==> config.mk <==
export PLATFORM = sky130hd
export DESIGN_NAME = relative_strength_index_flat
export DESIGN_NICKNAME = d
export VERILOG_FILES = /design/src/sv/rsi_pkg.sv /design/src/sv/rsi_in_if.sv /design/src/sv/rsi_out_if.sv /design/src/sv/relative_strength_index.sv /design/src/flat_wrapper.sv
export SDC_FILE = /design/constraint.sdc
export NUM_CORES = 2
export LEC_CHECK = 0
export BUFFER_PORTS_ARGS = -buffer_cell sky130_fd_sc_hd__buf_2
export CAP_MARGIN = 20
export CORE_MARGIN = 1.5
export CORE_UTILIZATION = 60
export CTS_CLUSTER_SIZE = 40
export DETAILED_ROUTE_END_ITERATION = 12
export GPL_TIMING_DRIVEN = 0
export MAX_ROUTING_LAYER = met4
export PLACE_DENSITY = 0.81
export RECOVER_POWER = 100
export SYNTH_ARGS = -nofsm -noshare
export SYNTH_HDL_FRONTEND = slang
export SYNTH_SLANG_ARGS = --single-unit
==> constraint.sdc <==
create_clock -name i_clk -period 7.95 [get_ports i_clk]
set_clock_uncertainty 0.05 [all_clocks]
set_input_delay 0.3975 -clock i_clk [delete_from_list [all_inputs] [get_ports i_clk]]
set_output_delay 0.3975 -clock i_clk [all_outputs]
set_load 0.01 [all_outputs]
==> src/sv/rsi_pkg.sv <==
// ----------------------------------------------------------------------------
// rsi_pkg
// Widths, constants and sequencer state type for the Wilder RSI block.
// ----------------------------------------------------------------------------
package rsi_pkg;

    localparam int PRICE_W      = 32;
    localparam int FRAC_W       = 16;
    localparam int ACC_W        = PRICE_W + FRAC_W;      // accumulator width
    localparam int PERIOD_W     = 11;
    localparam int K_W          = PERIOD_W - 1;          // period - 1
    localparam int MAX_PERIOD   = 1024;
    localparam int PERIOD_RESET = 14;
    localparam int RSI_W        = 15;
    localparam int RSI_FULL     = 25600;                 // 100.0 in Q7.8
    localparam int MUL_B_W      = RSI_W;                 // multiplier B operand
    localparam int PROD_W       = ACC_W + MUL_B_W;
    localparam int NUM_W        = ACC_W + FRAC_W;        // dividend width
    localparam int DEN_W        = ACC_W + 1;             // divisor / remainder
    localparam int CNT_W        = $clog2(NUM_W + 1);

    typedef enum logic [6:0] {
        S_IDLE  = 7'b0000001,
        S_MUL   = 7'b0000010,
        S_LOAD  = 7'b0000100,
        S_DIV   = 7'b0001000,
        S_RMUL  = 7'b0010000,
        S_RLOAD = 7'b0100000,
        S_RDIV  = 7'b1000000
    } t_state;

endpackage

==> src/sv/rsi_in_if.sv <==
// ----------------------------------------------------------------------------
// rsi_in_if
// Price sample channel: valid/ready handshake with price and series start.
// ----------------------------------------------------------------------------
interface rsi_in_if;
    import rsi_pkg::*;

    logic               valid;
    logic               ready;
    logic [PRICE_W-1:0] price;
    logic               series_start;

    modport source (output valid, price, series_start, input ready);
    modport sink   (input valid, price, series_start, output ready);

endinterface

==> src/sv/rsi_out_if.sv <==
// ----------------------------------------------------------------------------
// rsi_out_if
// Result channel: valid/ready handshake with RSI valid flag and Q7.8 value.
// ----------------------------------------------------------------------------
interface rsi_out_if;
    import rsi_pkg::*;

    logic             valid;
    logic             ready;
    logic             rsi_valid;
    logic [RSI_W-1:0] rsi_value;

    modport source (output valid, rsi_valid, rsi_value, input ready);
    modport sink   (input valid, rsi_valid, rsi_value, output ready);

endinterface

==> src/sv/relative_strength_index.sv <==
// ----------------------------------------------------------------------------
// relative_strength_index
// Wilder RSI over a stream of prices, one shared multiplier and one radix-2
// restoring divider stepped by a small sequencer.
// ----------------------------------------------------------------------------
//  channel     dir  payload                        handshake
//  i_sample    in   price[31:0], series_start       valid/ready
//  o_result    out  rsi_valid, rsi_value[14:0]      valid/ready
//  i_cfg_wr_*  in   period_length[10:0]             write enable only
//
//  Series start or warm-up sample: result valid the cycle after the accept.
//  Warm-up completing and smoothing samples run the sequencer: the divider
//  takes 64 one-bit steps per average (gain, then loss), then 15 steps for
//  the RSI ratio, which a zero loss average skips.
//  Synchronous active-low reset clears state and sets period to 14.
//  One transaction in flight; a waiting result stalls input unless taken.
// ----------------------------------------------------------------------------
module relative_strength_index (
    input  logic                          i_clk,
    input  logic                          i_rst_n,
    input  logic                          i_cfg_wr_en,
    input  logic [rsi_pkg::PERIOD_W-1:0]  i_cfg_wr_data,
    rsi_in_if.sink                        i_sample,
    rsi_out_if.source                     o_result
);
    import rsi_pkg::*;

    t_state               r_state, n_state;
    logic [PERIOD_W-1:0]  r_period, n_period;
    logic [PRICE_W-1:0]   r_prev, n_prev;
    logic [PERIOD_W-1:0]  r_idx, n_idx;
    logic [ACC_W-1:0]     r_gain, n_gain;
    logic [ACC_W-1:0]     r_loss, n_loss;
    logic [PRICE_W-1:0]   r_gx, n_gx;
    logic [PRICE_W-1:0]   r_lx, n_lx;
    logic                 r_smooth, n_smooth;
    logic                 r_sel, n_sel;
    logic [PROD_W-1:0]    r_prod, n_prod;
    logic [NUM_W-1:0]     r_num, n_num;
    logic [DEN_W-1:0]     r_rem, n_rem;
    logic [DEN_W-1:0]     r_den, n_den;
    logic [CNT_W-1:0]     r_cnt, n_cnt;
    logic                 r_ov, n_ov;
    logic                 r_ov_rsi, n_ov_rsi;
    logic [RSI_W-1:0]     r_ov_val, n_ov_val;

    logic [PERIOD_W-1:0]  w_p, w_p1, w_idx_c, w_idx_n;
    logic [K_W-1:0]       w_k;
    logic                 w_accept;
    logic [PRICE_W-1:0]   w_gain_x, w_loss_x, w_x_sel;
    logic [ACC_W-1:0]     w_gain_acc, w_loss_acc, w_avg_sel;
    logic [ACC_W-1:0]     w_mul_a;
    logic [MUL_B_W-1:0]   w_mul_b;
    logic [PROD_W-1:0]    w_prod;
    logic [DEN_W:0]       w_rem_sh;
    logic                 w_ge;
    logic [DEN_W:0]       w_rem_sub;
    logic [NUM_W-1:0]     w_num_step;

    // effective period: 0 acts as 1, clipped to the maximum
    always_comb begin
        if (r_period == '0) begin
            w_p = PERIOD_W'(1);
        end else if (r_period > PERIOD_W'(MAX_PERIOD)) begin
            w_p = PERIOD_W'(MAX_PERIOD);
        end else begin
            w_p = r_period;
        end
    end

    assign w_p1     = w_p + PERIOD_W'(1);
    assign w_k      = K_W'(w_p - PERIOD_W'(1));
    assign w_idx_c  = (r_idx > w_p1) ? w_p1 : r_idx;
    assign w_idx_n  = w_idx_c + PERIOD_W'(1);
    assign w_accept = i_sample.valid && i_sample.ready;

    assign w_gain_x = (i_sample.price > r_prev) ? (i_sample.price - r_prev) : '0;
    assign w_loss_x = (i_sample.price > r_prev) ? '0 : (r_prev - i_sample.price);
    assign w_gain_acc = r_gain + ACC_W'(w_gain_x);
    assign w_loss_acc = r_loss + ACC_W'(w_loss_x);

    assign w_avg_sel = r_sel ? r_loss : r_gain;
    assign w_x_sel   = r_sel ? r_lx : r_gx;

    // shared multiplier: avg * (period - 1), or gain average * 25600
    assign w_mul_a = (r_state == S_RMUL) ? r_gain : w_avg_sel;
    assign w_mul_b = (r_state == S_RMUL) ? MUL_B_W'(RSI_FULL) : MUL_B_W'(w_k);
    assign w_prod  = PROD_W'(w_mul_a) * PROD_W'(w_mul_b);

    // shared divider step, one quotient bit per cycle
    assign w_rem_sh   = {r_rem, r_num[NUM_W-1]};
    assign w_ge       = w_rem_sh >= {1'b0, r_den};
    assign w_rem_sub  = w_rem_sh - {1'b0, r_den};
    assign w_num_step = {r_num[NUM_W-2:0], w_ge};

    always_comb begin
        n_state  = r_state;
        n_period = r_period;
        n_prev   = r_prev;
        n_idx    = r_idx;
        n_gain   = r_gain;
        n_loss   = r_loss;
        n_gx     = r_gx;
        n_lx     = r_lx;
        n_smooth = r_smooth;
        n_sel    = r_sel;
        n_prod   = r_prod;
        n_num    = r_num;
        n_rem    = r_rem;
        n_den    = r_den;
        n_cnt    = r_cnt;
        n_ov     = r_ov;
        n_ov_rsi = r_ov_rsi;
        n_ov_val = r_ov_val;

        if (i_cfg_wr_en) begin
            n_period = i_cfg_wr_data;
        end
        if (o_result.valid && o_result.ready) begin
            n_ov = 1'b0;
        end

        unique case (r_state)
            S_IDLE: begin
                if (w_accept) begin
                    n_prev = i_sample.price;
                    n_gx   = w_gain_x;
                    n_lx   = w_loss_x;
                    n_sel  = 1'b0;
                    if (i_sample.series_start) begin
                        n_idx    = '0;
                        n_gain   = '0;
                        n_loss   = '0;
                        n_ov     = 1'b1;
                        n_ov_rsi = 1'b0;
                        n_ov_val = '0;
                    end else if (w_idx_c >= w_p) begin
                        n_idx    = w_p1;
                        n_smooth = 1'b1;
                        n_state  = S_MUL;
                    end else begin
                        n_gain = w_gain_acc;
                        n_loss = w_loss_acc;
                        n_idx  = w_idx_n;
                        if (w_idx_n == w_p) begin
                            n_smooth = 1'b0;
                            n_state  = S_LOAD;
                        end else begin
                            n_ov     = 1'b1;
                            n_ov_rsi = 1'b0;
                            n_ov_val = '0;
                        end
                    end
                end
            end
            S_MUL: begin
                n_prod  = w_prod;
                n_state = S_LOAD;
            end
            S_LOAD: begin
                if (r_smooth) begin
                    n_num = NUM_W'(r_prod) + {(NUM_W-PRICE_W-FRAC_W)'(0), w_x_sel, FRAC_W'(0)};
                end else begin
                    n_num = {w_avg_sel, FRAC_W'(0)};
                end
                n_rem   = '0;
                n_den   = DEN_W'(w_p);
                n_cnt   = CNT_W'(NUM_W);
                n_state = S_DIV;
            end
            S_DIV: begin
                n_num = w_num_step;
                n_rem = w_ge ? w_rem_sub[DEN_W-1:0] : w_rem_sh[DEN_W-1:0];
                n_cnt = r_cnt - CNT_W'(1);
                if (r_cnt == CNT_W'(1)) begin
                    if (r_sel) begin
                        n_loss  = w_num_step[ACC_W-1:0];
                        n_state = S_RMUL;
                    end else begin
                        n_gain  = w_num_step[ACC_W-1:0];
                        n_sel   = 1'b1;
                        n_state = r_smooth ? S_MUL : S_LOAD;
                    end
                end
            end
            S_RMUL: begin
                if (r_loss == '0) begin
                    n_ov     = 1'b1;
                    n_ov_rsi = 1'b1;
                    n_ov_val = RSI_W'(RSI_FULL);
                    n_state  = S_IDLE;
                end else begin
                    n_prod  = w_prod;
                    n_state = S_RLOAD;
                end
            end
            S_RLOAD: begin
                // quotient fits RSI_W bits, so the top of the product is
                // already below the divisor and seeds the remainder
                n_den   = {1'b0, r_gain} + {1'b0, r_loss};
                n_rem   = DEN_W'(r_prod[PROD_W-1:RSI_W]);
                n_num   = {r_prod[RSI_W-1:0], (NUM_W-RSI_W)'(0)};
                n_cnt   = CNT_W'(RSI_W);
                n_state = S_RDIV;
            end
            S_RDIV: begin
                n_num = w_num_step;
                n_rem = w_ge ? w_rem_sub[DEN_W-1:0] : w_rem_sh[DEN_W-1:0];
                n_cnt = r_cnt - CNT_W'(1);
                if (r_cnt == CNT_W'(1)) begin
                    n_ov     = 1'b1;
                    n_ov_rsi = 1'b1;
                    n_ov_val = w_num_step[RSI_W-1:0];
                    n_state  = S_IDLE;
                end
            end
            default: begin
                n_state = S_IDLE;
            end
        endcase
    end

    always_ff @(posedge i_clk) begin
        if (!i_rst_n) begin
            r_state  <= S_IDLE;
            r_period <= PERIOD_W'(PERIOD_RESET);
            r_prev   <= '0;
            r_idx    <= '0;
            r_gain   <= '0;
            r_loss   <= '0;
            r_smooth <= 1'b0;
            r_sel    <= 1'b0;
            r_ov     <= 1'b0;
        end else begin
            r_state  <= n_state;
            r_period <= n_period;
            r_prev   <= n_prev;
            r_idx    <= n_idx;
            r_gain   <= n_gain;
            r_loss   <= n_loss;
            r_smooth <= n_smooth;
            r_sel    <= n_sel;
            r_ov     <= n_ov;
        end
    end

    always_ff @(posedge i_clk) begin
        r_gx     <= n_gx;
        r_lx     <= n_lx;
        r_prod   <= n_prod;
        r_num    <= n_num;
        r_rem    <= n_rem;
        r_den    <= n_den;
        r_cnt    <= n_cnt;
        r_ov_rsi <= n_ov_rsi;
        r_ov_val <= n_ov_val;
    end

    // output register frees up in the same cycle its transaction is taken
    assign i_sample.ready     = (r_state == S_IDLE) && (!r_ov || o_result.ready);
    assign o_result.valid     = r_ov;
    assign o_result.rsi_valid = r_ov_rsi;
    assign o_result.rsi_value = r_ov_val;

    a_busy_after_accept: assert property (@(posedge i_clk) disable iff (!i_rst_n)
        w_accept |=> (o_result.valid || (r_state != S_IDLE)))
        else $error("accepted transaction produced neither result nor work");

    a_rsi_range: assert property (@(posedge i_clk) disable iff (!i_rst_n)
        o_result.valid |-> (o_result.rsi_value <= RSI_W'(RSI_FULL)))
        else $error("rsi value above full scale");

    a_invalid_zero: assert property (@(posedge i_clk) disable iff (!i_rst_n)
        (o_result.valid && !o_result.rsi_valid) |-> (o_result.rsi_value == '0))
        else $error("invalid result carries nonzero value");

    a_rem_below_den: assert property (@(posedge i_clk) disable iff (!i_rst_n)
        ((r_state == S_DIV) || (r_state == S_RDIV)) |-> (r_rem < r_den))
        else $error("divider remainder not below divisor");

endmodule
==> src/flat_wrapper.sv <==
// flat-port wrapper written by rule: the top's interface ports become plain ports
module relative_strength_index_flat import rsi_pkg::*;
  (i_clk, i_rst_n, i_cfg_wr_en, i_cfg_wr_data, i_sample_valid, i_sample_price, i_sample_series_start, i_sample_ready, o_result_valid, o_result_rsi_valid, o_result_rsi_value, o_result_ready);
  rsi_in_if i_sample_i ();
  rsi_out_if o_result_i ();
  input  logic i_clk;
  input  logic i_rst_n;
  input  logic i_cfg_wr_en;
  input  logic [rsi_pkg::PERIOD_W-1:0] i_cfg_wr_data;
  input wire logic [$bits(i_sample_i.valid)-1:0] i_sample_valid;
  input wire logic [$bits(i_sample_i.price)-1:0] i_sample_price;
  input wire logic [$bits(i_sample_i.series_start)-1:0] i_sample_series_start;
  output wire logic [$bits(i_sample_i.ready)-1:0] i_sample_ready;
  output wire logic [$bits(o_result_i.valid)-1:0] o_result_valid;
  output wire logic [$bits(o_result_i.rsi_valid)-1:0] o_result_rsi_valid;
  output wire logic [$bits(o_result_i.rsi_value)-1:0] o_result_rsi_value;
  input wire logic [$bits(o_result_i.ready)-1:0] o_result_ready;
  assign i_sample_i.valid = i_sample_valid;
  assign i_sample_i.price = i_sample_price;
  assign i_sample_i.series_start = i_sample_series_start;
  assign i_sample_ready = i_sample_i.ready;
  assign o_result_valid = o_result_i.valid;
  assign o_result_rsi_valid = o_result_i.rsi_valid;
  assign o_result_rsi_value = o_result_i.rsi_value;
  assign o_result_i.ready = o_result_ready;
  relative_strength_index u_core (.i_clk(i_clk), .i_rst_n(i_rst_n), .i_cfg_wr_en(i_cfg_wr_en), .i_cfg_wr_data(i_cfg_wr_data), .i_sample(i_sample_i), .o_result(o_result_i));
endmodule
# ---- After elaboration in Yosys (flattened, before gate mapping)
# Index checks and enable logic that the tools add are counted.
dict set report classes {
  eq_ne 20
  n_mux 67
  bitwise 1
  multipliers 1
  addsub 11
  reduce_logical 22
  n_lt_le_gt_ge 5
}
# op count
set op_table {}
lappend op_table {{$mux 48} 12}
lappend op_table {{$pmux 48 s2} 2}
lappend op_table {{$pmux 64 s3} 1}
lappend op_table {{$pmux 49 s3} 1}
lappend op_table {{$pmux 63 s2} 1}
lappend op_table {{$mux 15} 7}
lappend op_table {{$pmux 49 s2} 1}
lappend op_table {{$add 48x32->48} 2}
lappend op_table {{$mux 32} 3}
lappend op_table {{$add 63x48->64} 1}
lappend op_table {{$mux 64} 1}
lappend op_table {{$sub 32x32->32} 2}
lappend op_table {{$mul 48x15->63} 1}
lappend op_table {{$mux 63} 1}
lappend op_table {{$mux 11} 5}
lappend op_table {{$ge 50x49->1} 1}
lappend op_table {{$add 48x48->49} 1}
lappend op_table {{$mux 49} 1}
lappend op_table {{$mux 7} 7}
lappend op_table {{$pmux 7 s7} 1}
lappend op_table {{$sub 49x49->49} 1}
lappend op_table {{$logic_not 48->1} 1}
lappend op_table {{$pmux 15 s3} 1}
lappend op_table {{$gt 32x32->1} 1}
lappend op_table {{other kinds (37)} 71}
dict set report totals {
  register_bits 472
  output_inout_bits 18
}

# ---- Depth between registers and ports, before layout
dict set report depth {
  word_depth 13
  depth_mapped 34
}

# ---- Least setup slack after synthesis
# OpenSTA, ideal clock, no wires.
dict set report synth_path {
  kind {register to register}
  start {register u_core.r_state[0]}
  end {register u_core.r_prod[58] (data pin)}
  setup_ns 0.265
  setup_slack_ns -0.641
  arrival_ns 8.276
  synth_period_minus_slack_ns 8.591
  path_buffers 2
  stages_incl_launch_ff 30
  required_time_ns 7.635
  cell_sequence {dfxtp_1 > or3_1 > or3_1 > nor3b_1 > or2_2 > clkbuf_1 > clkbuf_1 > nor2_1 > fa_1 > inv_1 > fa_1 > inv_1 > fa_1 > inv_1 > fa_1 > inv_1 > fa_1 > fa_1 > ha_1 > a2111oi_0 > a211o_1 > a221oi_1 > a211oi_1 > o31a_1 > o21a_1 > a21bo_2 > o21ai_0 > a31oi_1 > o21ai_0 > xor2_1}
}
dict set report synth_via {
  elab_chain_len 5
  word_cells_on_any_way 7
  cone_classes {mul: 1; eq/ne: 2; mux: 4}
}
# element line
set synth_lines {}
lappend synth_lines {{start, declared} relative_strength_index.sv:28} ;# t_state r_state, n_state;
lappend synth_lines {{start signal, assigned} relative_strength_index.sv:235} ;# r_state <= n_state;
lappend synth_lines {{$eq 7x5->1} {relative_strength_index.sv:86, relative_strength_index.sv:87, relative_strength_index.sv:123}}
lappend synth_lines {{$mux 48 / $mux 15 (equally long branches)} {relative_strength_index.sv:86, relative_strength_index.sv:87}}
lappend synth_lines {{$mul 48x15->63} relative_strength_index.sv:88} ;# assign w_prod = PROD_W'(w_mul_a) * PROD_W'(w_mul_b);
lappend synth_lines {{$mux 63} relative_strength_index.sv:187} ;# if (r_loss == '0) begin
lappend synth_lines {{$pmux 63 s2 (*)} relative_strength_index.sv:123} ;# unique case (r_state)
lappend synth_lines {{net u_core.n_prod[58]} relative_strength_index.sv:38} ;# logic [PROD_W-1:0] r_prod, n_prod;
lappend synth_lines {{end signal, assigned} relative_strength_index.sv:250} ;# r_prod <= n_prod;
lappend synth_lines {{end, declared} relative_strength_index.sv:38}
# The timed path passes the listed nets; every way through them passes the cells marked *. The select of a mux whose other input is x is not followed.
# A chain may end at the register's enable or synchronous reset.

# ---- Final worst setup path
dict set report layout_path {
  start {register u_core.r_period[6]}
  end {register u_core.r_prod[62] (data pin)}
}
dict set report layout_via {
  elab_chain_len 8
  word_cells_on_any_way 9
  cone_classes {add/sub: 1; mul: 1; order compare: 1; mux: 5; reduce/logical: 1}
}
# element line
set layout_lines {}
lappend layout_lines {{start, declared} relative_strength_index.sv:29} ;# logic [PERIOD_W-1:0] r_period, n_period;
lappend layout_lines {{start signal, assigned} relative_strength_index.sv:226} ;# r_period <= PERIOD_W'(PERIOD_RESET);
lappend layout_lines {{start signal, assigned} relative_strength_index.sv:236} ;# r_period <= n_period;
lappend layout_lines {{$gt 11x11->1} relative_strength_index.sv:64} ;# end else if (r_period > PERIOD_W'(MAX_PERIOD)) begin
lappend layout_lines {{$mux 11} relative_strength_index.sv:64}
lappend layout_lines {{$mux 11 (*)} relative_strength_index.sv:62} ;# if (r_period == '0) begin
lappend layout_lines {{$sub 10x1->10 (*)} relative_strength_index.sv:72} ;# assign w_k = K_W'(w_p - PERIOD_W'(1));
lappend layout_lines {{$mux 15 (*)} relative_strength_index.sv:87} ;# assign w_mul_b = (r_state == S_RMUL) ? MUL_B_W'(RSI_FULL) : MUL_B_W'(w_k);
lappend layout_lines {{$mul 48x15->63 (*)} relative_strength_index.sv:88}
lappend layout_lines {{$mux 63} relative_strength_index.sv:187}
lappend layout_lines {{$pmux 63 s2 (*)} relative_strength_index.sv:123}
lappend layout_lines {{net u_core.n_prod[62]} relative_strength_index.sv:38}
# Marks and branches as above.

==> reports/results.md <==
| Parameter | Reported | Unit |
|:---|:---|:---|
| Outcome | finished, violations left | - |
| Violations in the final reports | max-capacitance violations, max-slew violations, negative setup slack | - |
| Number of nets in the layout | 7832 | - |
| Register bit total from synthesis | 472 | - |
| Filler cell count | 7166 | - |
| Path class of the lowest-slack min-delay path | input port to flop | - |
| Switching power share of the total | 0.510 | - |
| Overall Global Routing Usage | 0.509 | - |
| Endpoint of the worst-slack reg-to-reg timing path | u_core.r_prod[62] | - |
| Antenna violations before repair | 29 | - |
| Share of the cycle needed by the critical path after routing | 1.08 | - |
| Critical-path maximum fanout | 8 | - |
| Core footprint | 0.0921 | mm^2 |
| Nature of the critical path startpoint | flop | - |
| Data required time of the critical path | 8.33 | ns |
| Total of warnings raised by yosys | 0 | - |
| Placer Congestion | 1.15 | - |
| Net switching component of the power | 10.3 | mW |
| Average routed wire per standard cell | 29.3 | um |
| Total number of placement rows | 111 | - |
| CP Capture Type | flop | - |
| Sum of routed wire length over all layers | 237 | mm |
| Clock power frac | 0.138 | - |
| Number of sinks handled by clock tree synthesis | 472 | - |
| Most common flop cell mapped by yosys | edfxtp_1 | - |
| Number of violations reported at the end of detailed-routing iteration 0 | 7948 | - |
| Share of flip-flops with an asynchronous set or reset after synthesis | 0 | - |
| Library cell contributing the largest single delay on the critical path | fa_1 | - |
| Buffers on Ports | 65 | - |
| Stage delay of the slowest cell on the critical path | 0.60 | ns |
| Worst R2R Start | u_core.r_period[6] | - |
| Clk Latency, worst-skew pair | 0.70 | ns |
| Most frequent cells in the layout | inv_1, nor2_1, fa_1 | - |
| Static leakage | 28.8 | nW |
| Aggregate negative setup slack | -10.00 | ns |
| Vias per std cell | 6.63 | - |
| Power share of the sequential group | 0.200 | - |
| Largest voltage drop on the vdd net | 596 | uV |
| Die outline width | 308 | um |
| Relative slew slack | -0.704 | - |
| Layout cell share with drive strength beyond 1 | 0.109 | - |
| Worst R2R Setup Slack | -0.65 | ns |
| Root buf cell | clkbuf_16 | - |
| Residual antenna-violating net count after detailed routing | 0 | - |
| Hold Crit Depth | 4 | - |
| Hold path startpoint | i_sample_valid | - |
| Count of unresolved DRC violations after routing | 0 | - |
| Clock transition at the registers of the reported paths | 0.06 | ns |
| Worst EP arrival | 8.98 | ns |
| Count of final setup violators | 30 | - |
| Largest buffer count on any clock path | 3 | - |
| Total die area | 0.0951 | mm^2 |
| Effective utilization at floorplan | 0.607 | - |
| Internal | 9.93 | mW |
| Max_cap viols | 4 | - |
| Number of flops mapped to enable cells by yosys | 312 | - |
| Category of the most critical setup path | flop to flop | - |
| Combined area of all synthesized cells | 0.0559 | mm^2 |
| Number of slew-limit violations in the final report | 140 | - |
| Maximum clock rate | 0.116 | GHz |
| Via count of the first global-routing pass | 51200 | - |
| Synthesized area per cell | 8.68 | um^2 |
| Chip Height | 308 | um |
| Final critical delay including setup and external delays | 8.60 | ns |
| Total via count in the routed design | 53800 | - |
| Cell variety after synth | 86 | - |
| Slew at the pin with the worst max-slew slack | 2.56 | ns |
| Drt first pass iters | 8 | - |
| Fraction of the yosys area taken by sequential cells | 0.225 | - |
| Number of endpoints with negative hold slack in the final report | 0 | - |
| Total power density per cell area | 316 | mW/mm^2 |
| CTS tree | yes | - |
| Pin count of the biggest net entering global routing | 53 | - |
| Sum of overflow across all layers after global routing | 0 | - |
| Number of top-level pins | 67 | - |
| Unrepaired setup endpoints after global routing | true | - |
| Setup slack after placement | -3.45 | ns |
| Cells after synthesis | 6443 | - |
| Most repeated library cell on the critical path | fa_1 | - |
| Post-synthesis net count | 7502 | - |
| Area growth, synth to finish | 14.8 | % |
| FF-to-FF path depth | 33 | - |
| Leading cell type in the layout, fill and taps excluded | inv_1 | - |
| Post-layout worst setup margin | -0.649 | ns |
| Detailed placer's ending HPWL | 186 | mm |
| Destination of the worst hold path | u_core.o_result.valid | - |
| H-tree Lvls | 2 | - |
| Clock buffer count from CTS | 57 | - |
| Combinational Power Share | 0.662 | - |
| First-pass GRT wire length | 340 | mm |
[power by group through the flow]
stage / sequential [mW] / clock [mW] / combinational [mW]
finish: 4.07 / 2.79 / 13.4
detailed placement: 3.97 / 0 / 11.3
global route: 4.02 / 2.85 / 14.4
CTS: 3.94 / 2.77 / 12.3
global placement: 3.97 / 0 / 11.1
floorplan: 3.57 / 0 / 7.99
[repair_timing]
action,4_1_cts,5_1_grt
cloned,1,2
hold buffers,44,0
gates resized for setup,437,187
pin swaps,91,90
hold endpoints to repair,43,0
setup endpoints to repair,182,163
setup buffers,91,56
[how the worst max path moves through the flow]
stage,from,endpoint,slack (ns),depth (start not counted)
6_report,u_core.r_period[6],u_core.r_prod[62],-0.65,33
5_1_grt,u_core.r_period[1],u_core.r_prod[62],-0.76,35
4_1_cts,u_core.r_period[4],u_core.r_prod[62],-0.45,33
3_5_place_dp,u_core.r_period[10],u_core.r_prod[56],-3.45,29
3_3_place_gp,u_core.r_period[10],u_core.r_prod[61],-3.85,30
2_1_floorplan,u_core.r_state[0],u_core.r_prod[58],-0.04,30
[cell type report]
| class | count | area, um^2 | share of cell area |
|---|---|---|---|
| clock buffers | 64 | 1530 | 0.0238 |
| plain buffers | 272 | 1570 | 0.0245 |
| flip-flops and latches | 472 | 12600 | 0.196 |
| diodes | 46 | 115 | 0.00179 |
| multi-input cells | 4867 | 40900 | 0.637 |
| clock inverters | 42 | 390 | 0.00608 |
| repair buffers | 285 | 2470 | 0.0385 |
| well taps | 1243 | 1560 | 0.0242 |
| inverters | 818 | 3080 | 0.0480 |
[registers in the layout, summed over array words and instances (netlist names)]
name                       cells
u_core.r_den                  49
u_core.r_state                 7
u_core.r_prev                 32
u_core.r_num                  64
u_core.r_idx                  11
u_core.r_rem                  49
u_core.o_result.rsi_valid      1
u_core.r_sel                   1
u_core.r_prod                 63
u_core.r_period               11
u_core.r_gx                   32
u_core.r_smooth                1
u_core.r_loss                 48
u_core.o_result.rsi_value     15
u_core.r_cnt                   7
u_core.r_gain                 48
u_core.o_result.valid          1
u_core.r_lx                   32
[metal layers]
layer,global-route usage,wire (um),up-vias
li1,-,-,22900
met1,0.623,86300,25800
met2,0.688,95200,3972
met3,0.212,36700,1074
met4,0.322,19300,0
met5,-,0,-
[kinds of logic (layout without fill, tap and decap cells)]
logic type	Yosys count	in the layout	synth area share
AOI/OAI and AO/OA	1488	1488	0.173
xor gates and xnor gates	312	312	0.0489
adders and majority gates	1010	1010	0.294
buffers and inverters	1104	1481	0.0745
DFF	472	472	0.225
muxes	147	147	0.0274
other	0	46	0
and+or+nand+nor	1910	1910	0.158
[through the flow]
stage / std cells / cell area [um^2] / hold slack [ns] / total power, mW / utilization
global placement: 7751 / 57900 / 0.393 / 15.1 / 0.629
finish: 8109 / 64200 / 0.125 / 20.3 / 0.697
global route: 8098 / 64200 / 0.154 / 21.3 / 0.697
floorplan: 6443 / 56000 / 0.386 / 11.6 / -
CTS: 8009 / 63100 / 0.106 / 19.0 / 0.685
detailed placement: 7780 / 58300 / 0.402 / 15.3 / 0.633
[worst max-delay path: cells and delay by family, from the launching register on]
family,cells,cell delay [ns]
AO/OA/AOI/OAI,10,2.33
XOR/XNOR,1,0.23
adder cells (fa/ha/maj),7,3.24
multiplexers,1,0.23
flip-flops,1,0.38
buffers and inverters,8,1.05
AND/OR/NAND/NOR,6,0.77
[synth_stat cells, types with 96 or more instances]
cell	instances	area, um^2
inv_1	816	3060
nor2_1	691	2590
fa_1	506	10100
ha_1	504	6310
nand2_1	497	1870
a21oi_1	380	1900
o21ai_0	360	1800
edfxtp_1	312	9370
clkbuf_1	246	923
a21o_1	208	1560
xnor2_1	202	1770
dfxtp_1	160	3200
xor2_1	110	963
nand3_1	107	536
nor3_1	104	521
mux2i_1	96	961
(Power assumes the default switching activity.)
